--- src/sv/qmam_pkg.sv ---
// ----------------------------------------------------------------------------
// Quad motor arming mixer package
// Shared widths, reset values, register and state codes, and word types.
// ----------------------------------------------------------------------------
package qmam_pkg;

  localparam int unsigned THR_W  = 11;
  localparam int unsigned DRV_W  = 11;
  localparam int unsigned MOT_W  = 10;
  localparam int unsigned LVL_W  = 13;
  localparam int unsigned ADDR_W = 5;
  localparam int unsigned DATA_W = 32;

  localparam logic [THR_W-1:0] THROTTLE_OFFSET_RST  = 11'd1000;
  localparam logic [THR_W-1:0] START_THRESHOLD_RST  = 11'd1100;
  localparam logic [THR_W-1:0] HOLD_THRESHOLD_RST   = 11'd1200;
  localparam logic [THR_W-1:0] CUTOFF_THRESHOLD_RST = 11'd1020;
  localparam logic [MOT_W-1:0] IDLE_LEVEL_RST       = 10'd200;
  localparam logic [MOT_W-1:0] BASE_LIMIT_RST       = 10'd900;
  localparam logic [MOT_W-1:0] OUTPUT_MAX_RST       = 10'd1000;

  typedef enum logic [2:0] {
    REG_THROTTLE_OFFSET  = 3'd0,
    REG_START_THRESHOLD  = 3'd1,
    REG_HOLD_THRESHOLD   = 3'd2,
    REG_CUTOFF_THRESHOLD = 3'd3,
    REG_IDLE_LEVEL       = 3'd4,
    REG_BASE_LIMIT       = 3'd5,
    REG_OUTPUT_MAX       = 3'd6
  } reg_idx_t;

  typedef enum logic [2:0] {
    ST_WAIT_ARM = 3'd0,
    ST_WAIT_THR = 3'd1,
    ST_RUN      = 3'd2,
    ST_EXIT     = 3'd3,
    ST_PARKED   = 3'd4
  } arm_state_t;

  typedef enum logic [1:0] {
    LV_HOLD,
    LV_ZERO,
    LV_IDLE,
    LV_MIX
  } lvl_sel_t;

  typedef logic signed [LVL_W-1:0] level_t;

  typedef struct packed {
    logic [THR_W-1:0] throttle_offset;
    logic [THR_W-1:0] start_threshold;
    logic [THR_W-1:0] hold_threshold;
    logic [THR_W-1:0] cutoff_threshold;
    logic [MOT_W-1:0] idle_level;
    logic [MOT_W-1:0] base_limit;
    logic [MOT_W-1:0] output_max;
  } cfg_t;

  typedef struct packed {
    logic                    armed;
    logic                    unfolded;
    logic                    auto_mode;
    logic                    hold_request;
    logic                    procedure_ready;
    logic [THR_W-1:0]        throttle;
    logic signed [DRV_W-1:0] height_drive;
    logic signed [DRV_W-1:0] roll_drive;
    logic signed [DRV_W-1:0] pitch_drive;
    logic signed [DRV_W-1:0] yaw_drive;
  } in_word_t;

  typedef struct packed {
    logic [MOT_W-1:0] motor_one;
    logic [MOT_W-1:0] motor_two;
    logic [MOT_W-1:0] motor_three;
    logic [MOT_W-1:0] motor_four;
    logic             clear_hold_flags;
  } out_word_t;

endpackage

--- src/sv/qmam_if.sv ---
// ----------------------------------------------------------------------------
// Quad motor arming mixer channels
// Valid/ready channels for the control tick word and the motor word.
// ----------------------------------------------------------------------------
interface qmam_in_if;
  import qmam_pkg::*;

  logic                    valid;
  logic                    ready;
  logic                    armed;
  logic                    unfolded;
  logic                    auto_mode;
  logic                    hold_request;
  logic                    procedure_ready;
  logic [THR_W-1:0]        throttle;
  logic signed [DRV_W-1:0] height_drive;
  logic signed [DRV_W-1:0] roll_drive;
  logic signed [DRV_W-1:0] pitch_drive;
  logic signed [DRV_W-1:0] yaw_drive;

  modport source (
    output valid, armed, unfolded, auto_mode, hold_request, procedure_ready,
           throttle, height_drive, roll_drive, pitch_drive, yaw_drive,
    input  ready
  );

  modport sink (
    input  valid, armed, unfolded, auto_mode, hold_request, procedure_ready,
           throttle, height_drive, roll_drive, pitch_drive, yaw_drive,
    output ready
  );
endinterface

interface qmam_out_if;
  import qmam_pkg::*;

  logic             valid;
  logic             ready;
  logic [MOT_W-1:0] motor_one;
  logic [MOT_W-1:0] motor_two;
  logic [MOT_W-1:0] motor_three;
  logic [MOT_W-1:0] motor_four;
  logic             clear_hold_flags;

  modport source (
    output valid, motor_one, motor_two, motor_three, motor_four, clear_hold_flags,
    input  ready
  );

  modport sink (
    input  valid, motor_one, motor_two, motor_three, motor_four, clear_hold_flags,
    output ready
  );
endinterface

--- src/sv/qmam_cfg.sv ---
// ----------------------------------------------------------------------------
// Quad motor arming mixer configuration registers
// APB-style register file holding thresholds and limits.
// ----------------------------------------------------------------------------
module qmam_cfg (
  input  logic                         clk,
  input  logic                         rst_n,
  input  logic                         psel,
  input  logic                         penable,
  input  logic                         pwrite,
  input  logic [qmam_pkg::ADDR_W-1:0]  paddr,
  input  logic [qmam_pkg::DATA_W-1:0]  pwdata,
  output logic [qmam_pkg::DATA_W-1:0]  prdata,
  output logic                         pready,
  output qmam_pkg::cfg_t               cfg
);
  import qmam_pkg::*;

  cfg_t     cfg_r;
  cfg_t     cfg_nxt;
  reg_idx_t idx;
  logic     wr_en;

  assign idx    = reg_idx_t'(paddr[ADDR_W-1:2]);
  assign wr_en  = psel && penable && pwrite;
  assign pready = 1'b1;
  assign cfg    = cfg_r;

  always_comb begin
    cfg_nxt = cfg_r;
    if (wr_en) begin
      case (idx)
        REG_THROTTLE_OFFSET:  cfg_nxt.throttle_offset  = pwdata[THR_W-1:0];
        REG_START_THRESHOLD:  cfg_nxt.start_threshold  = pwdata[THR_W-1:0];
        REG_HOLD_THRESHOLD:   cfg_nxt.hold_threshold   = pwdata[THR_W-1:0];
        REG_CUTOFF_THRESHOLD: cfg_nxt.cutoff_threshold = pwdata[THR_W-1:0];
        REG_IDLE_LEVEL:       cfg_nxt.idle_level       = pwdata[MOT_W-1:0];
        REG_BASE_LIMIT:       cfg_nxt.base_limit       = pwdata[MOT_W-1:0];
        REG_OUTPUT_MAX:       cfg_nxt.output_max       = pwdata[MOT_W-1:0];
        default: begin
        end
      endcase
    end
  end

  always_comb begin
    case (idx)
      REG_THROTTLE_OFFSET:  prdata = DATA_W'(cfg_r.throttle_offset);
      REG_START_THRESHOLD:  prdata = DATA_W'(cfg_r.start_threshold);
      REG_HOLD_THRESHOLD:   prdata = DATA_W'(cfg_r.hold_threshold);
      REG_CUTOFF_THRESHOLD: prdata = DATA_W'(cfg_r.cutoff_threshold);
      REG_IDLE_LEVEL:       prdata = DATA_W'(cfg_r.idle_level);
      REG_BASE_LIMIT:       prdata = DATA_W'(cfg_r.base_limit);
      REG_OUTPUT_MAX:       prdata = DATA_W'(cfg_r.output_max);
      default:              prdata = '0;
    endcase
  end

  always_ff @(posedge clk) begin
    if (!rst_n) begin
      cfg_r.throttle_offset  <= THROTTLE_OFFSET_RST;
      cfg_r.start_threshold  <= START_THRESHOLD_RST;
      cfg_r.hold_threshold   <= HOLD_THRESHOLD_RST;
      cfg_r.cutoff_threshold <= CUTOFF_THRESHOLD_RST;
      cfg_r.idle_level       <= IDLE_LEVEL_RST;
      cfg_r.base_limit       <= BASE_LIMIT_RST;
      cfg_r.output_max       <= OUTPUT_MAX_RST;
    end else begin
      cfg_r <= cfg_nxt;
    end
  end

endmodule

--- src/sv/qmam_mix.sv ---
// ----------------------------------------------------------------------------
// Quad motor arming mixer X-frame mix
// Common thrust from throttle and height drive, clamped, then attitude mix.
// ----------------------------------------------------------------------------
module qmam_mix (
  input  qmam_pkg::in_word_t word,
  input  qmam_pkg::cfg_t     cfg,
  output qmam_pkg::level_t   mix [4]
);
  import qmam_pkg::*;

  level_t thr_s;
  level_t off_s;
  level_t hgt_s;
  level_t rx_s;
  level_t py_s;
  level_t yz_s;
  level_t lim_s;
  level_t raw;
  level_t base;

  assign thr_s = $signed({2'b00, word.throttle});
  assign off_s = $signed({2'b00, cfg.throttle_offset});
  assign lim_s = $signed({3'b000, cfg.base_limit});
  assign hgt_s = {{(LVL_W-DRV_W){word.height_drive[DRV_W-1]}}, word.height_drive};
  assign rx_s  = {{(LVL_W-DRV_W){word.roll_drive[DRV_W-1]}}, word.roll_drive};
  assign py_s  = {{(LVL_W-DRV_W){word.pitch_drive[DRV_W-1]}}, word.pitch_drive};
  assign yz_s  = {{(LVL_W-DRV_W){word.yaw_drive[DRV_W-1]}}, word.yaw_drive};

  assign raw = thr_s - off_s + hgt_s;

  always_comb begin
    if (raw < 0) begin
      base = '0;
    end else if (raw > lim_s) begin
      base = lim_s;
    end else begin
      base = raw;
    end
  end

  assign mix[0] = base + rx_s - py_s - yz_s;
  assign mix[1] = base + rx_s + py_s + yz_s;
  assign mix[2] = base - rx_s + py_s - yz_s;
  assign mix[3] = base - rx_s - py_s + yz_s;

endmodule

--- src/sv/qmam_arm.sv ---
// ----------------------------------------------------------------------------
// Quad motor arming mixer arming machine
// Arming state, manual start flag and the four held motor levels.
// ----------------------------------------------------------------------------
module qmam_arm (
  input  logic               clk,
  input  logic               rst_n,
  input  logic               step,
  input  qmam_pkg::in_word_t word,
  input  qmam_pkg::cfg_t     cfg,
  input  qmam_pkg::level_t   mix [4],
  output qmam_pkg::level_t   lvl_nxt [4],
  output logic               clr
);
  import qmam_pkg::*;

  arm_state_t state_r;
  arm_state_t state_nxt;
  arm_state_t s_in;
  logic       mp_r;
  logic       mp_nxt;
  logic       park;
  logic       go;
  logic       hold_idle;
  lvl_sel_t   sel;
  level_t     lvl_r [4];
  level_t     idle_s;

  assign idle_s    = $signed({3'b000, cfg.idle_level});
  assign go        = word.throttle > cfg.start_threshold;
  assign hold_idle = word.auto_mode && word.hold_request && word.armed &&
                     word.procedure_ready && (word.throttle < cfg.hold_threshold);

  // The flag overrides decide the state that acts in this tick.
  always_comb begin
    s_in = state_r;
    park = 1'b0;
    if (!word.armed) begin
      s_in = ST_EXIT;
    end
    if (word.unfolded && !word.armed && word.auto_mode) begin
      s_in = ST_PARKED;
      park = 1'b1;
    end
    if (word.unfolded && word.armed && word.auto_mode && word.procedure_ready) begin
      s_in = ST_WAIT_ARM;
    end
    if (!word.unfolded && word.armed && mp_r) begin
      s_in = ST_WAIT_ARM;
    end
  end

  always_comb begin
    state_nxt = s_in;
    mp_nxt    = mp_r;
    case (s_in)
      ST_WAIT_ARM, ST_WAIT_THR: begin
        if (s_in == ST_WAIT_ARM && word.armed) begin
          state_nxt = ST_WAIT_THR;
          mp_nxt    = 1'b0;
        end
        if (go) begin
          state_nxt = ST_RUN;
        end
        if (hold_idle) begin
          state_nxt = ST_WAIT_THR;
        end
      end
      ST_EXIT: state_nxt = ST_WAIT_ARM;
      default: begin
      end
    endcase
  end

  always_comb begin
    sel = LV_HOLD;
    clr = 1'b0;
    case (s_in)
      ST_WAIT_ARM, ST_WAIT_THR: begin
        if (hold_idle) begin
          sel = LV_IDLE;
        end else if (s_in == ST_WAIT_ARM) begin
          sel = LV_ZERO;
        end
      end
      ST_RUN: begin
        clr = 1'b1;
        sel = (word.throttle < cfg.cutoff_threshold) ? LV_ZERO : LV_MIX;
      end
      ST_EXIT: sel = LV_ZERO;
      default: sel = park ? LV_IDLE : LV_HOLD;
    endcase
  end

  always_comb begin
    for (int i = 0; i < 4; i++) begin
      case (sel)
        LV_ZERO: lvl_nxt[i] = '0;
        LV_IDLE: lvl_nxt[i] = idle_s;
        LV_MIX:  lvl_nxt[i] = mix[i];
        default: lvl_nxt[i] = lvl_r[i];
      endcase
    end
  end

  always_ff @(posedge clk) begin
    if (!rst_n) begin
      state_r <= ST_WAIT_ARM;
      mp_r    <= 1'b1;
      for (int i = 0; i < 4; i++) begin
        lvl_r[i] <= '0;
      end
    end else if (step) begin
      state_r <= state_nxt;
      mp_r    <= mp_nxt;
      for (int i = 0; i < 4; i++) begin
        lvl_r[i] <= lvl_nxt[i];
      end
    end
  end

endmodule

--- src/sv/quad_motor_arming_mixer.sv ---
// ----------------------------------------------------------------------------
// Quad motor arming mixer
// Arming state machine and X-frame motor mixer for one control tick a word.
// ----------------------------------------------------------------------------
// Each input word is one control tick and yields exactly one motor word. The
// block takes a new word in every cycle unless the motor channel stalls:
// a word sits in the input register, the arming state, held motor levels and
// clamped outputs are worked out from it combinationally, and the motor word
// is then loaded into the output register unless that register still holds a
// word not yet taken. The arming state and motor levels form a loop that sets
// the rate of one word per cycle. The user writes thresholds and limits over
// the APB port only while the block is idle; the block does not enforce this.
module quad_motor_arming_mixer (
  input  logic                         clk,
  input  logic                         rst_n,
  qmam_in_if.sink                      in_chan,
  qmam_out_if.source                   out_chan,
  input  logic                         psel,
  input  logic                         penable,
  input  logic                         pwrite,
  input  logic [qmam_pkg::ADDR_W-1:0]  paddr,
  input  logic [qmam_pkg::DATA_W-1:0]  pwdata,
  output logic [qmam_pkg::DATA_W-1:0]  prdata,
  output logic                         pready
);
  import qmam_pkg::*;

  cfg_t      cfg;
  in_word_t  in_r;
  in_word_t  in_nxt;
  logic      in_vld_r;
  logic      in_vld_nxt;
  out_word_t out_r;
  out_word_t out_nxt;
  logic      out_vld_r;
  logic      out_vld_nxt;
  logic      adv;
  logic      take;
  logic      step;
  logic      clr;
  level_t    mix [4];
  level_t    lvl_nxt [4];
  logic [MOT_W-1:0] mot [4];
  level_t    omax_s;

  qmam_cfg u_cfg (
    .clk     (clk),
    .rst_n   (rst_n),
    .psel    (psel),
    .penable (penable),
    .pwrite  (pwrite),
    .paddr   (paddr),
    .pwdata  (pwdata),
    .prdata  (prdata),
    .pready  (pready),
    .cfg     (cfg)
  );

  qmam_mix u_mix (
    .word (in_r),
    .cfg  (cfg),
    .mix  (mix)
  );

  qmam_arm u_arm (
    .clk     (clk),
    .rst_n   (rst_n),
    .step    (step),
    .word    (in_r),
    .cfg     (cfg),
    .mix     (mix),
    .lvl_nxt (lvl_nxt),
    .clr     (clr)
  );

  assign adv           = !out_vld_r || out_chan.ready;
  assign in_chan.ready = !in_vld_r || adv;
  assign take          = in_chan.valid && in_chan.ready;
  assign step          = in_vld_r && adv;

  assign in_nxt.armed           = in_chan.armed;
  assign in_nxt.unfolded        = in_chan.unfolded;
  assign in_nxt.auto_mode       = in_chan.auto_mode;
  assign in_nxt.hold_request    = in_chan.hold_request;
  assign in_nxt.procedure_ready = in_chan.procedure_ready;
  assign in_nxt.throttle        = in_chan.throttle;
  assign in_nxt.height_drive    = in_chan.height_drive;
  assign in_nxt.roll_drive      = in_chan.roll_drive;
  assign in_nxt.pitch_drive     = in_chan.pitch_drive;
  assign in_nxt.yaw_drive       = in_chan.yaw_drive;

  assign omax_s = $signed({3'b000, cfg.output_max});

  always_comb begin
    for (int i = 0; i < 4; i++) begin
      if (lvl_nxt[i] < 0) begin
        mot[i] = '0;
      end else if (lvl_nxt[i] > omax_s) begin
        mot[i] = cfg.output_max;
      end else begin
        mot[i] = lvl_nxt[i][MOT_W-1:0];
      end
    end
  end

  assign out_nxt.motor_one        = mot[0];
  assign out_nxt.motor_two        = mot[1];
  assign out_nxt.motor_three      = mot[2];
  assign out_nxt.motor_four       = mot[3];
  assign out_nxt.clear_hold_flags = clr;

  always_comb begin
    in_vld_nxt = in_vld_r;
    if (take) begin
      in_vld_nxt = 1'b1;
    end else if (step) begin
      in_vld_nxt = 1'b0;
    end
  end

  always_comb begin
    out_vld_nxt = out_vld_r;
    if (step) begin
      out_vld_nxt = 1'b1;
    end else if (out_chan.ready) begin
      out_vld_nxt = 1'b0;
    end
  end

  always_ff @(posedge clk) begin
    if (!rst_n) begin
      in_vld_r  <= 1'b0;
      out_vld_r <= 1'b0;
    end else begin
      in_vld_r  <= in_vld_nxt;
      out_vld_r <= out_vld_nxt;
    end
  end

  always_ff @(posedge clk) begin
    if (take) begin
      in_r <= in_nxt;
    end
    if (step) begin
      out_r <= out_nxt;
    end
  end

  assign out_chan.valid            = out_vld_r;
  assign out_chan.motor_one        = out_r.motor_one;
  assign out_chan.motor_two        = out_r.motor_two;
  assign out_chan.motor_three      = out_r.motor_three;
  assign out_chan.motor_four       = out_r.motor_four;
  assign out_chan.clear_hold_flags = out_r.clear_hold_flags;

endmodule

--- src/flat_wrapper.sv ---
// flat-port wrapper written by rule: the top's interface ports become plain ports
module quad_motor_arming_mixer_flat import qmam_pkg::*;
  (clk, rst_n, psel, penable, pwrite, paddr, pwdata, prdata, pready, in_chan_valid, in_chan_armed, in_chan_unfolded, in_chan_auto_mode, in_chan_hold_request, in_chan_procedure_ready, in_chan_throttle, in_chan_height_drive, in_chan_roll_drive, in_chan_pitch_drive, in_chan_yaw_drive, in_chan_ready, out_chan_valid, out_chan_motor_one, out_chan_motor_two, out_chan_motor_three, out_chan_motor_four, out_chan_clear_hold_flags, out_chan_ready);
  qmam_in_if in_chan_i ();
  qmam_out_if out_chan_i ();
  input  logic clk;
  input  logic rst_n;
  input  logic psel;
  input  logic penable;
  input  logic pwrite;
  input  logic [qmam_pkg::ADDR_W-1:0] paddr;
  input  logic [qmam_pkg::DATA_W-1:0] pwdata;
  output logic [qmam_pkg::DATA_W-1:0] prdata;
  output logic pready;
  input wire logic [$bits(in_chan_i.valid)-1:0] in_chan_valid;
  input wire logic [$bits(in_chan_i.armed)-1:0] in_chan_armed;
  input wire logic [$bits(in_chan_i.unfolded)-1:0] in_chan_unfolded;
  input wire logic [$bits(in_chan_i.auto_mode)-1:0] in_chan_auto_mode;
  input wire logic [$bits(in_chan_i.hold_request)-1:0] in_chan_hold_request;
  input wire logic [$bits(in_chan_i.procedure_ready)-1:0] in_chan_procedure_ready;
  input wire logic [$bits(in_chan_i.throttle)-1:0] in_chan_throttle;
  input wire logic [$bits(in_chan_i.height_drive)-1:0] in_chan_height_drive;
  input wire logic [$bits(in_chan_i.roll_drive)-1:0] in_chan_roll_drive;
  input wire logic [$bits(in_chan_i.pitch_drive)-1:0] in_chan_pitch_drive;
  input wire logic [$bits(in_chan_i.yaw_drive)-1:0] in_chan_yaw_drive;
  output wire logic [$bits(in_chan_i.ready)-1:0] in_chan_ready;
  output wire logic [$bits(out_chan_i.valid)-1:0] out_chan_valid;
  output wire logic [$bits(out_chan_i.motor_one)-1:0] out_chan_motor_one;
  output wire logic [$bits(out_chan_i.motor_two)-1:0] out_chan_motor_two;
  output wire logic [$bits(out_chan_i.motor_three)-1:0] out_chan_motor_three;
  output wire logic [$bits(out_chan_i.motor_four)-1:0] out_chan_motor_four;
  output wire logic [$bits(out_chan_i.clear_hold_flags)-1:0] out_chan_clear_hold_flags;
  input wire logic [$bits(out_chan_i.ready)-1:0] out_chan_ready;
  assign in_chan_i.valid = in_chan_valid;
  assign in_chan_i.armed = in_chan_armed;
  assign in_chan_i.unfolded = in_chan_unfolded;
  assign in_chan_i.auto_mode = in_chan_auto_mode;
  assign in_chan_i.hold_request = in_chan_hold_request;
  assign in_chan_i.procedure_ready = in_chan_procedure_ready;
  assign in_chan_i.throttle = in_chan_throttle;
  assign in_chan_i.height_drive = in_chan_height_drive;
  assign in_chan_i.roll_drive = in_chan_roll_drive;
  assign in_chan_i.pitch_drive = in_chan_pitch_drive;
  assign in_chan_i.yaw_drive = in_chan_yaw_drive;
  assign in_chan_ready = in_chan_i.ready;
  assign out_chan_valid = out_chan_i.valid;
  assign out_chan_motor_one = out_chan_i.motor_one;
  assign out_chan_motor_two = out_chan_i.motor_two;
  assign out_chan_motor_three = out_chan_i.motor_three;
  assign out_chan_motor_four = out_chan_i.motor_four;
  assign out_chan_clear_hold_flags = out_chan_i.clear_hold_flags;
  assign out_chan_i.ready = out_chan_ready;
  quad_motor_arming_mixer u_core (.clk(clk), .rst_n(rst_n), .in_chan(in_chan_i), .out_chan(out_chan_i), .psel(psel), .penable(penable), .pwrite(pwrite), .paddr(paddr), .pwdata(pwdata), .prdata(prdata), .pready(pready));
endmodule
--- config.mk ---
export PLATFORM = sky130hd
export DESIGN_NAME = quad_motor_arming_mixer_flat
export DESIGN_NICKNAME = d
export VERILOG_FILES = /design/src/sv/qmam_pkg.sv /design/src/sv/qmam_if.sv /design/src/sv/qmam_cfg.sv /design/src/sv/qmam_mix.sv /design/src/sv/qmam_arm.sv /design/src/sv/quad_motor_arming_mixer.sv /design/src/flat_wrapper.sv
export SDC_FILE = /design/constraint.sdc
export NUM_CORES = 1
export LEC_CHECK = 0
export BUFFER_PORTS_ARGS = -buffer_cell sky130_fd_sc_hd__buf_2
export CORE_UTILIZATION = 40
export DETAILED_ROUTE_END_ITERATION = 8
export GPL_TIMING_DRIVEN = 0
export PLACE_DENSITY = 0.56
export SLEW_MARGIN = 15
export SYNTH_ARGS = -nofsm -noshare
export SYNTH_HDL_FRONTEND = slang
export SYNTH_SLANG_ARGS = --single-unit
export TNS_END_PERCENT = 100
--- constraint.sdc ---
create_clock -name clk -period 11.1 [get_ports clk]
set_input_delay 2.775 -clock clk [delete_from_list [all_inputs] [get_ports clk]]
set_output_delay 2.775 -clock clk [all_outputs]
set_load 0.01 [all_outputs]
* Word level (Yosys, flattened, before mapping)
Memories as Yosys holds them, arrays and structs flattened. Index checks and enable logic that the tools add are counted.
Word-level totals: register bits after elaboration 181, RAM bits 52, input port bits 104, output and inout port bits 76, logic and storage cells 141, memories 1
Cells by class: add/subtract/negate cells 12, order comparisons 13, equal/unequal tests 12, muxes and demuxes 38, bitwise gates (word level) 4, reductions and logical operators 35
Memory list:
- u_core.u_arm.lvl_r | depth 4, bits a word 13, rd ports 4, clocked after Yosys merged registers in 0, wr ports 4, RTL line qmam_arm.sv:26 | level_t lvl_r [4];
Operators by type and width (number):
- 13-bit case mux with 3 select lines | 4
- 13-bit 2-to-1 mux | 6
- 11-bit case mux with 7 select lines | 1
- 13-bit by 11-bit adder with 13-bit output | 5
- 13-bit by 11-bit greater-than comparator with 1-bit output | 5
- 13-bit by 1-bit less-than comparator with 1-bit output, second input constant | 5
- 13-bit by 11-bit subtractor with 13-bit output | 5
- 10-bit 2-to-1 mux | 4
- 11-bit less-than comparator | 2
- 3-bit 2-to-1 mux | 7
- 1-bit logical AND | 16
- 2-bit AND reduction | 7
- 12-bit by 11-bit adder with 13-bit output | 1
- 3-bit by 2-bit equality test with 1-bit output, second input constant | 4
- 11-bit by 11-bit subtractor with 12-bit output | 1
- 11-bit greater-than comparator | 1
- 1-bit 2-to-1 mux | 11
- 3-bit equality test, second input constant | 3
- 3-bit by 1-bit equality test with 1-bit output, second input constant | 2
- 3-bit logical NOT | 2
- 2-bit 2-to-1 mux | 3
- 2-bit case mux with 3 select lines | 1
- 3-bit case mux with 2 select lines | 1
- 2-bit equality test, second input constant | 2
- other kinds (7) | 15

* Logic depth before layout (Yosys ltp)
Gate-level depths: netlist (run 1).
depth in word-level cells 14, mapped depth 55, depth with buffers taken out 53

* Cells and area by module
A second synthesis (run 1) with hierarchy kept.
Second synthesis, totals: cells, all modules 1889, area, all modules 18564.1 um^2
By module, submodules not included:
- qmam_mix | instances 1, cells each 744, area each 5734.2 um^2, sequential area each 0.0 um^2
- quad_motor_arming_mixer | instances 1, cells each 324, area each 4684.5 um^2, sequential area each 3072.9 um^2
- qmam_arm | instances 1, cells each 427, area each 4415.5 um^2, sequential area each 1641.6 um^2
- qmam_cfg | instances 1, cells each 394, area each 3729.8 um^2, sequential area each 1481.4 um^2

* Worst setup path before layout (run 1)
OpenSTA, ideal clock, no wires.
path kind register to register, start register u_core.in_r[45] (netlist name), end register u_core.out_r, in the netlist u_core.out_chan.motor_one[7], data pin, setup time 0.190 ns, arrival time 9.739 ns, required time 10.910 ns, slack 1.171 ns, stages on the path, launching flop included 51, path buffers 2, clock period less this slack 9.929 ns, cell sequence edfxtp_1 > ha_1 > nor2b_1 > o21ai_0 > a21boi_0 > o21ai_0 > nand2_1 > and2_1 > nor2_1 > ha_1 > and3_1 > a211oi_4 > and2_1 > o21ai_0 > xor2_1 > ha_1 > nand4_1 > a31oi_1 > [15 not listed] > xnor2_1 > fa_1 > inv_1 > ha_1 > a21o_1 > a31oi_1 > o21ai_0 > o21a_1 > o31a_1 > o21ai_0 > ha_1 > nand2_1 > a21oi_1 > a211o_1 > o31ai_1 > nand4_1 > clkbuf_1 > a2111oi_2
RTL lines:
- start, declared | RTL line quad_motor_arming_mixer.sv:29 | in_word_t in_r;
- start signal, assigned | RTL line quad_motor_arming_mixer.sv:142 | in_r <= in_nxt;
- end signal, assigned | RTL line quad_motor_arming_mixer.sv:145 | out_r <= out_nxt;
- end, declared | RTL line quad_motor_arming_mixer.sv:33 | out_word_t out_r;

==> results of run 1 <==
[report_power, final]
part | switching (µW) | internal, µW
clock | 371 | 483
combinational | 1180 | 781
sequential | 27.5 | 992
[layout make-up]
type,instances,area share
buffer,83,0.0214
clock buffer,32,0.0350
clock inverter,19,0.00618
inverter,170,0.0312
multi-input combinational,1360,0.528
sequential,233,0.303
tap,585,0.0358
timing repair buffer,148,0.0396
[synthesized netlist by cell type (5+ instances only)]
library cell	count	share of area
a211o_1	6	0.0030
mux2i_1	60	0.034
clkbuf_1	47	0.010
mux2_2	13	0.0083
ha_1	175	0.12
inv_1	170	0.036
a211oi_1	16	0.0068
and2_1	9	0.0032
o31ai_1	6	0.0025
buf_1	9	0.0019
nor2b_1	78	0.028
o211ai_1	35	0.015
nand2_1	191	0.040
o211a_1	5	0.0028
fa_1	53	0.060
o21ai_0	92	0.026
a21oi_1	92	0.026
o21ai_1	6	0.0017
a21o_1	34	0.014
nor3_1	18	0.0051
mux4_2	8	0.010
dfxtp_1	80	0.090
nand3_1	18	0.0051
o21a_1	17	0.0072
nor2_1	105	0.022
nand2b_1	18	0.0064
xor2_1	24	0.012
edfxtp_1	153	0.26
o21bai_1	12	0.0051
a21boi_0	41	0.017
a22oi_1	10	0.0042
xnor2_1	54	0.027
and3_1	5	0.0018
buf_4	23	0.0098
a211oi_2	14	0.0099
a31oi_1	8	0.0028
a2111oi_2	9	0.0076
nand4_1	13	0.0046
o22ai_1	5	0.0018
or3_1	12	0.0042
[cells by family (layout without fill, tap and decap cells)]
kind of cell | count (synthesis) | in the layout | synth area share
multiplexers | 81 | 81 | 0.0524
XOR/XNOR | 80 | 80 | 0.0408
adder cells (fa/ha/maj) | 231 | 231 | 0.185
AND/OR/NAND/NOR | 489 | 489 | 0.132
other | 2 | 27 | 0.000424
flip-flops | 233 | 233 | 0.350
AO/OA/AOI/OAI | 452 | 452 | 0.180
buffers and inverters | 254 | 452 | 0.0598
[critical path: cells and delay by family (launching register included)]
| family | cells | cell delay (ns) |
|---|---|---|
| AND/OR/NAND/NOR | 12 | 1.29 |
| XOR/XNOR | 4 | 0.68 |
| AO/OA/AOI/OAI | 20 | 3.75 |
| flip-flops | 1 | 0.42 |
| multiplexers | 3 | 0.87 |
| buffers and inverters | 4 | 0.54 |
| adder cells (fa/ha/maj) | 8 | 2.84 |
[layout by cell type (no fill, tap or decap), types with 8 or more instances in the layout]
| cell | instances |
|---|---|
| o21bai_1 | 12 |
| a21oi_1 | 86 |
| clkbuf_16 | 28 |
| a2111oi_2 | 9 |
| conb_1 | 27 |
| mux4_2 | 8 |
| nand3_1 | 18 |
| a22oi_1 | 10 |
| fa_1 | 50 |
| buf_1 | 9 |
| or3_1 | 12 |
| nor2b_1 | 78 |
| o21ai_1 | 16 |
| clkinv_2 | 9 |
| clkbuf_1 | 45 |
| mux2i_1 | 57 |
| o21ai_0 | 77 |
| xnor2_1 | 49 |
| dfxtp_1 | 79 |
| nor2_1 | 101 |
| a21o_1 | 34 |
| edfxtp_1 | 153 |
| a21boi_0 | 38 |
| a211oi_2 | 17 |
| buf_2 | 136 |
| xor2_1 | 21 |
| ha_1 | 171 |
| o211ai_1 | 35 |
| inv_1 | 170 |
| nor3_1 | 17 |
| a211oi_1 | 13 |
| buf_4 | 36 |
| o21a_1 | 17 |
| nand4_1 | 13 |
| nand2b_1 | 17 |
| nand2_1 | 191 |
| mux2_2 | 13 |
[routing by layer]
metal	global-route usage	share of wire	up-vias
li1	-	-	6830
met1	0.317	0.47	6628
met2	0.370	0.46	368
met3	0.0260	0.046	88
met4	0.0732	0.033	0
met5	0	0	-
[sequential cells by signal, summed over array words and instances (netlist names), 3 cells and up]
name	cells
u_core.in_r	60
u_core.out_chan.motor_four	10
u_core.out_chan.motor_one	10
u_core.out_chan.motor_three	10
u_core.out_chan.motor_two	10
u_core.u_arm.lvl_r	52
u_core.u_arm.state_r	3
u_core.u_cfg.cfg	74
[stage by stage]
stage | hold slack (ns) | worst slack (ns) | TNS (ns)
floorplan | 0.443 | 1.17 | 0
global placement | 0.455 | -0.952 | -16.76
CTS | 0.468 | -0.0226 | -0.0226
finish | 0.467 | 0.444 | 0
global route | 0.507 | -0.0330 | -0.138
detailed placement | 0.460 | -0.944 | -17.18
[repair_timing]
item / 4_1_cts / 5_1_grt
gates resized for setup: 29 / 54
setup buffers: 7 / 5
gates cloned: 1 / 0
endpoints found under the setup margin: 39 / 40
pin swaps: 8 / 13
[how the worst max path moves through the flow]
stage          cells past startpoint                            end                 start  slack [ns]
2_1_floorplan                     50   u_core.out_chan.motor_one[7]       u_core.in_r[45]        1.17
3_3_place_gp                      51  u_core.out_chan.motor_four[1]       u_core.in_r[44]       -0.95
3_5_place_dp                      53  u_core.out_chan.motor_four[1]       u_core.in_r[44]       -0.94
4_1_cts                           49  u_core.out_chan.motor_four[1]  u_core.u_cfg.cfg[64]       -0.02
5_1_grt                           49  u_core.out_chan.motor_four[1]  u_core.u_cfg.cfg[64]       -0.03
6_report                          51  u_core.out_chan.motor_four[1]       u_core.in_r[44]        0.44
==> flow_metrics.env, run 1 <==
export IMPL_finalMaxSlewViolations=0
export IMPL_cap_violations=0
export IMPL_p_leak_uw=0.00877
export IMPL_multi_input_area_mm2=0.0108
export IMPL_num_fill_cells=4192
export IMPL_dieHeight_um=212
export IMPL_nets=2356
export IMPL_cp_max_fo=10
export IMPL_finalSetupViolCount=0
export IMPL_dp_cells=2567
export IMPL_r2r_slack_ns=0.44
export IMPL_cp_arrival_ns=10.97
export IMPL_rows=76
export IMPL_crit_path_max_incr_delay_ns=0.54
export IMPL_vias=13914
export IMPL_root_buffer="clkbuf_16"
export IMPL_min_path_cells=2
export IMPL_clkSlewWorstSetupHoldPaths_ns=0.06
export IMPL_report_power_total_uw=3830
export IMPL_syn_inst=1822
export IMPL_peakVddDrop_mv=0.113
export IMPL_ioPinCount=180
export IMPL_worstSkewPairLatency_ns=0.58
export IMPL_finalHoldViolCount=0
export IMPL_grt_max_degree=56
export IMPL_required_ns=11.41
export IMPL_fp_dieW_um=212
export IMPL_first_iter_violations=931
export IMPL_final_util=0.472
export IMPL_r2r_start="u_core.in_r[44]"
export IMPL_fp_dieArea_mm2=0.0451
export IMPL_place_congestion=0.914
export IMPL_critPathKind="reg2reg"
export IMPL_final_area_mm2=0.0205
export IMPL_numCtsBuffers=28
export IMPL_finalCriticalPeriod_ns=10.66
export IMPL_cts_max_level=1
export IMPL_r2r_end="u_core.out_chan.motor_four[1]"
export IMPL_max_freq_mhz=93.8
export IMPL_grt_pass1_vias=13455
export IMPL_initial_core_util=0.408
export IMPL_drt_first_pass_iters=5
export IMPL_reg2regPathDepth=51
export IMPL_antenna_found_initial=0
export IMPL_synth_area_mm2=0.0177
export IMPL_yosysUniqueCellTypes=87
export IMPL_yosys_warnings=0
export IMPL_layoutNonFillerInstCount=2630
export IMPL_wl_per_cell_um=19.5
export IMPL_worstMarginPinSlew_ns=1.16
export IMPL_whs_endpoint="u_core.u_cfg.cfg[56]"
export IMPL_cts_hold_buffers=0
export IMPL_powerDensity_mw_per_mm2=187
export IMPL_cts_tree="done"
export IMPL_core_area_mm2=0.0434
export IMPL_drc=0
export IMPL_start_kind="register"
export IMPL_fin_skew_ns=0.0164
export IMPL_grt_pass1_wl_um=78300
export IMPL_overflow=0
export IMPL_synth_main_ff_cell="edfxtp_1"
export IMPL_min_path_type="reg2reg"
export IMPL_regArea_mm2=0.00620
export IMPL_synthArstFlopShare=0
export IMPL_area_growth_pct=15.5
export IMPL_yosysSeqAreaShare=0.350
export IMPL_hpwlAfterDp_um=41400
export IMPL_ys_ff_latch=233
export IMPL_grt_use_total=0.229
export IMPL_avgSynthCellArea_um2=9.72
export IMPL_hp_start="u_core.u_cfg.cfg[56]"
export IMPL_relSlewSlack=0.223
export IMPL_cts_max_path_buffers=3
export IMPL_dpl_cell_area_mm2=0.0193
export IMPL_critPathSlowestCell="fa_1"
export IMPL_drive_gt1_frac=0.165
export IMPL_postRouteAntennaNets=0
export IMPL_synth_edf_count=153
export IMPL_final_period_utilization=0.960
export IMPL_status="completed"
export IMPL_num_antenna_cells=0
export IMPL_portBuffers=133
export IMPL_wl_um=51300
export IMPL_clock_sinks=233
export IMPL_routed_via_density=5.29
export IMPL_crit_path_end_kind="register"
Power figures use the tool's default switching activity.
==> inputs of run 2 (changes only) <==
--- a/config.mk
+++ b/config.mk
@@ -6,10 +6,12 @@
 export NUM_CORES = 1
 export LEC_CHECK = 0
 export BUFFER_PORTS_ARGS = -buffer_cell sky130_fd_sc_hd__buf_2
+export CELL_PAD_IN_SITES_DETAIL_PLACEMENT = 1
+export CELL_PAD_IN_SITES_GLOBAL_PLACEMENT = 1
 export CORE_UTILIZATION = 40
 export DETAILED_ROUTE_END_ITERATION = 8
 export GPL_TIMING_DRIVEN = 0
-export PLACE_DENSITY = 0.56
+export PLACE_DENSITY = 0.7
 export SLEW_MARGIN = 15
 export SYNTH_ARGS = -nofsm -noshare
 export SYNTH_HDL_FRONTEND = slang
==> run 2 against run 1 <==
Critical path depth decreased by 6. Register-to-register slack is essentially flat. Core utilization increased by 0.43 points.
==> flow_metrics.env, run 2 (same netlist as run 1, synthesis figures left out) <==
export IMPL_cts_max_path_buffers=3
export IMPL_finalSetupViolCount=0
export IMPL_num_antenna_cells=0
export IMPL_start_kind="register"
export IMPL_grt_pass1_wl_um=87000
export IMPL_hpwlAfterDp_um=45200
export IMPL_final_common_cell="nand2_1"
export IMPL_internal_power_uw=2350
export IMPL_max_freq_mhz=93.9
export IMPL_r2r_end="u_core.out_chan.motor_four[9]"
export IMPL_final_util=0.476
export IMPL_area_growth_pct=16.6
export IMPL_hp_start="u_core.u_cfg.cfg[60]"
export IMPL_relSlewSlack=0.240
export IMPL_vias=14387
export IMPL_min_path_type="reg2reg"
export IMPL_initial_core_util=0.408
export IMPL_first_iter_violations=773
export IMPL_fp_dieArea_mm2=0.0451
export IMPL_nets=2364
export IMPL_whs_endpoint="u_core.u_cfg.cfg[60]"
export IMPL_drt_first_pass_iters=5
export IMPL_overflow=0
export IMPL_rows=76
export IMPL_cts_tree="done"
export IMPL_final_cell_mix="nand2_1 (191), ha_1 (172), inv_1 (169), edfxtp_1 (153), buf_2 (138)"
export IMPL_final_period_utilization=0.960
export IMPL_antenna_found_initial=1
export IMPL_crit_top_cell="ha_1"
export IMPL_r2r_start="u_core.in_r[44]"
export IMPL_routed_via_density=5.45
export IMPL_clock_sinks=233
export IMPL_peakVddDrop_mv=0.122
export IMPL_wl_per_cell_um=21.5
export IMPL_grt_pass1_vias=15120
export IMPL_worstSkewPairLatency_ns=0.60
export IMPL_fp_dieW_um=212
export IMPL_report_power_total_uw=4000
export IMPL_swShare=0.414
export IMPL_r2r_slack_ns=0.45
export IMPL_core_area_mm2=0.0434
export IMPL_drc=0
export IMPL_grt_use_total=0.253
export IMPL_place_congestion=0.912
export IMPL_min_path_cells=2
export IMPL_power_frac_comb=0.507
export IMPL_fin_ws_ns=0.448
export IMPL_wl_um=56800
export IMPL_postRouteAntennaNets=0
export IMPL_crit_path_max_incr_delay_ns=0.65
export IMPL_required_ns=11.43
export IMPL_hold_ws_ns=0.487
export IMPL_critPathSlowestCell="a2111oi_1"
export IMPL_cts_max_level=1
export IMPL_p_leak_uw=0.00886
export IMPL_root_buffer="clkbuf_16"
export IMPL_powerDensity_mw_per_mm2=194
export IMPL_cts_hold_buffers=0
export IMPL_crit_path_end_kind="register"
export IMPL_post_place_ws_ns=-1.00
export IMPL_largest_register_ffs=74
export IMPL_cp_max_fo=6
export IMPL_portBuffers=133
export IMPL_grt_max_degree=59
export IMPL_critPathKind="reg2reg"
export IMPL_worstMarginPinSlew_ns=1.13
export IMPL_numCtsBuffers=30
export IMPL_reg2regPathDepth=45
export IMPL_finalCriticalPeriod_ns=10.65
export IMPL_power_switching_uw=1660
export IMPL_status="completed"
export IMPL_ioPinCount=180
export IMPL_pwr_share_seq=0.255
export IMPL_dieHeight_um=212
export IMPL_clkSlewWorstSetupHoldPaths_ns=0.06
export IMPL_finalHoldViolCount=0
export IMPL_drive_gt1_frac=0.172
export IMPL_fin_skew_ns=0.0322
export IMPL_cp_arrival_ns=10.98
export IMPL_cap_violations=0
export IMPL_finalMaxSlewViolations=0
export IMPL_pwr_share_clk=0.238
## run 2: area by class of cell
type | count | area (µm²)
Sequential cell | 233 | 6200
Buffer | 83 | 437
Clock buffer | 36 | 805
Clock inverter | 19 | 151
Fill cell | 5005 | 22700
Tap cell | 585 | 732
Timing Repair Buffer | 154 | 873
Multi-Input combinational cell | 1360 | 10800
Inverter | 170 | 638
## run 2: layer usage
metal  vias to the layer above  share of wire  GRT usage  wire (µm)
met1                      7189           0.46      0.346      26400
met4                         2          0.031     0.0744       1730
met5                         -        0.00023          0         13
met2                       277           0.46      0.416      26300
li1                       6820              -          -          -
met3                        99          0.042     0.0307       2390
## run 2: worst max-delay path: cells and delay by family (launching register included)
family	cells	cell delay (ns)
buf+inv	5	0.69
compound gates	17	4.17
xor+xnor	3	0.71
mux	2	0.48
simple gates	10	1.17
fa+ha+maj	8	2.74
flops	1	0.43
## run 2: power by group through the flow
stage	registers, µW	clock network (µW)	logic, µW
after detailed placement	1040	0	1890
final	1020	954	2030
after floorplan	1040	0	1290
after CTS	1020	972	1930
after global routing	1030	999	2200
after global placement	1040	0	1830
## run 2: per-stage QoR
| stage | TNS [ns] | instances | area [µm²] |
|---|---|---|---|
| finish | 0 | 2640 | 20600 |
| detailed placement | -21.15 | 2567 | 19300 |
| global route | -0.316 | 2640 | 20600 |
| CTS | 0 | 2626 | 20300 |
| global placement | -12.41 | 2565 | 19200 |
| floorplan | 0 | 1847 | 17800 |
## run 2: worst max-delay path by stage
stage | start | to | depth (start not counted)
3_3_place_gp | u_core.in_r[44] | u_core.out_chan.motor_four[5] | 51
3_5_place_dp | u_core.in_r[44] | u_core.out_chan.motor_four[5] | 51
4_1_cts | u_core.in_r[44] | u_core.out_chan.motor_four[5] | 52
6_report | u_core.in_r[44] | u_core.out_chan.motor_four[9] | 45
5_1_grt | u_core.in_r[44] | u_core.out_chan.motor_two[7] | 51
2_1_floorplan | u_core.in_r[45] | u_core.out_chan.motor_one[7] | 50
## run 2: timing repair
| item | CTS | global route |
|---|---|---|
| buffers inserted | 4 | 14 |
| gates cloned | 0 | 1 |
| pin swaps | 4 | 21 |
| endpoints found under the hold margin | 0 | 0 |
| resized for setup | 30 | 61 |
| setup endpoints to repair | 40 | 40 |
==> inputs of run 3 (changes only) <==
--- a/config.mk
+++ b/config.mk
@@ -11,7 +11,7 @@
 export CORE_UTILIZATION = 40
 export DETAILED_ROUTE_END_ITERATION = 8
 export GPL_TIMING_DRIVEN = 0
-export PLACE_DENSITY = 0.7
+export PLACE_DENSITY = 0.73
 export SLEW_MARGIN = 15
 export SYNTH_ARGS = -nofsm -noshare
 export SYNTH_HDL_FRONTEND = slang
==> constraint.sdc (replaced) <==
create_clock -name clk -period 8.8 [get_ports clk]
set_input_delay 2.2 -clock clk [delete_from_list [all_inputs] [get_ports clk]]
set_output_delay 2.2 -clock clk [all_outputs]
set_load 0.1 [all_outputs]
==> run 3 against run 2 <==
The flow now finishes with violations (setup timing). Global-route usage rose by 1.1 points. Worst hold slack got worse by 0.018 ns. First-iteration DRC count rose by 25%. Design area rose by 13%. Combinational power rose by 97%. Non-clock buffer count rose by 105. Sequential cell count did not move. Core utilization rose by 6.2 points. Clock power rose by 27%. Wire length rose by 14%. Critical endpoint is now u_core.out_chan.motor_four[3]. Highest routed layer is now met4.
==> flow_metrics.env, run 3 (same netlist as run 1, synthesis figures left out) <==
export IMPL_status="complete, but fails checks"
export IMPL_violations="setup timing"
export IMPL_fp_dieW_um=212
export IMPL_cap_violations=0
export IMPL_num_antenna_cells=0
export IMPL_swShare=0.440
export IMPL_nets=2468
export IMPL_start_kind="register"
export IMPL_crit_path_max_incr_delay_ns=0.54
export IMPL_dpl_cell_area_mm2=0.0195
export IMPL_grt_pass1_vias=15416
export IMPL_whs_endpoint="u_core.u_cfg.cfg[56]"
export IMPL_drc=0
export IMPL_finalMaxSlewViolations=0
export IMPL_root_buffer="clkbuf_16"
export IMPL_cts_max_level=1
export IMPL_fp_dieArea_mm2=0.0451
export IMPL_fin_ws_ns=-1.42
export IMPL_antenna_found_initial=0
export IMPL_final_util=0.538
export IMPL_portBuffers=133
export IMPL_largest_register_ffs=74
export IMPL_clkSlewWorstSetupHoldPaths_ns=0.06
export IMPL_internal_power_uw=3640
export IMPL_routed_via_density=5.57
export IMPL_ioPinCount=180
export IMPL_dieHeight_um=212
export IMPL_required_ns=9.12
export IMPL_pwr_share_clk=0.186
export IMPL_final_cell_mix="nand2_1 (187), inv_1 (158), edfxtp_1 (153), ha_1 (142), buf_2 (136)"
export IMPL_hp_start="u_core.u_cfg.cfg[56]"
export IMPL_worstMarginPinSlew_ns=1.19
export IMPL_grt_pass1_wl_um=90300
export IMPL_final_period_utilization=1.16
export IMPL_p_leak_uw=0.00975
export IMPL_vias=15291
export IMPL_cts_tree="done"
export IMPL_powerDensity_mw_per_mm2=279
export IMPL_setup_tns_ns=-51.02
export IMPL_wl_um=64700
export IMPL_worstSkewPairLatency_ns=0.58
export IMPL_startpoint="u_core.in_r[44]"
export IMPL_hpwlAfterDp_um=45600
export IMPL_drive_gt1_frac=0.317
export IMPL_pwr_share_seq=0.198
export IMPL_cp_max_fo=5
export IMPL_rows=76
export IMPL_drt_first_pass_iters=5
export IMPL_cts_max_path_buffers=3
export IMPL_finalCriticalPeriod_ns=10.22
export IMPL_critPathSlowestCell="fa_2"
export IMPL_clock_sinks=233
export IMPL_fin_skew_ns=0.0208
export IMPL_first_iter_violations=966
export IMPL_critPathKind="reg2reg"
export IMPL_rsz0062_at_grt="true"
export IMPL_numCtsBuffers=29
export IMPL_crit_path_end_kind="register"
export IMPL_power_switching_uw=2860
export IMPL_area_growth_pct=31.7
export IMPL_reg2regPathDepth=51
export IMPL_post_place_ws_ns=-2.59
export IMPL_relSlewSlack=0.207
export IMPL_power_frac_comb=0.615
export IMPL_min_path_type="reg2reg"
export IMPL_cp_arrival_ns=10.54
export IMPL_grt_use_total=0.263
export IMPL_final_common_cell="nand2_1"
export IMPL_peakVddDrop_mv=0.215
export IMPL_overflow=0
export IMPL_min_path_cells=2
export IMPL_num_fill_cells=4784
export IMPL_final_area_mm2=0.0233
export IMPL_wl_per_cell_um=23.6
export IMPL_finalSetupViolCount=47
export IMPL_r2r_end="u_core.out_chan.motor_four[3]"
export IMPL_r2r_start="u_core.in_r[44]"
export IMPL_grt_max_degree=55
export IMPL_report_power_total_uw=6500
export IMPL_place_congestion=0.918
export IMPL_postRouteAntennaNets=0
export IMPL_r2r_slack_ns=-1.42
export IMPL_finalHoldViolCount=0
export IMPL_max_freq_mhz=97.9
export IMPL_core_area_mm2=0.0434
export IMPL_initial_core_util=0.408
## run 3: critical path, delay by kind of cell, from the launching register on
family          cells  cell delay (ns)
compound gates     22             4.16
fa+ha+maj           8             2.56
simple gates       11             1.00
xor+xnor            4             0.82
buf+inv             4             0.47
mux                 2             0.47
flops               1             0.41
## run 3: worst max path at each step
stage,endpoint,slack (ns),depth (start not counted)
after floorplan,u_core.out_chan.motor_one[7],-0.49,52
after global placement,u_core.out_chan.motor_four[3],-2.42,51
after detailed placement,u_core.out_chan.motor_four[3],-2.59,51
after CTS,u_core.out_chan.motor_four[3],-1.18,52
after global routing,u_core.out_chan.motor_four[3],-1.72,51
final,u_core.out_chan.motor_four[3],-1.42,51
## run 3: power groups by stage
| stage | Combinational (µW) | Clock, µW | Sequential (µW) |
|---|---|---|---|
| floorplan | 1770 | 0 | 1460 |
| global placement | 2620 | 0 | 1310 |
| detailed placement | 2690 | 0 | 1310 |
| CTS | 3170 | 1220 | 1290 |
| global route | 4200 | 1260 | 1290 |
| finish | 3990 | 1210 | 1290 |
## run 3: final cells by class
cell class              count  area, µm²  share of cell area
flip-flops and latches    233       6200               0.266
clock buffers              43        872              0.0374
well taps                 585        732              0.0314
plain buffers              81        480              0.0206
clock inverters            11       85.1             0.00365
repair buffers            261       1770              0.0757
multi-input cells        1360      12500               0.538
inverters                 170        646              0.0277
## run 3: timing repair
item,4_1_cts,5_1_grt
gates cloned,2,3
hold buffers,0,0
hold endpoints to repair,0,0
endpoints found under the setup margin,65,63
buffers inserted,75,54
resized for setup,168,225
pin swaps,103,145
## run 3: routing by layer
layer / GRT usage / vias to the layer above / wire length, µm
met5: 0 / - / 0
met4: 0.0794 / 0 / 2540
met3: 0.0273 / 128 / 2860
met2: 0.446 / 442 / 31500
met1: 0.353 / 7683 / 27800
li1: - / 7038 / -
## run 3: per-stage QoR
stage / cells / hold WS (ns)
4_1_cts: 2694 / 0.477
3_3_place_gp: 2565 / 0.454
6_report: 2744 / 0.470
3_5_place_dp: 2567 / 0.469
2_1_floorplan: 1847 / 0.443
5_1_grt: 2744 / 0.494
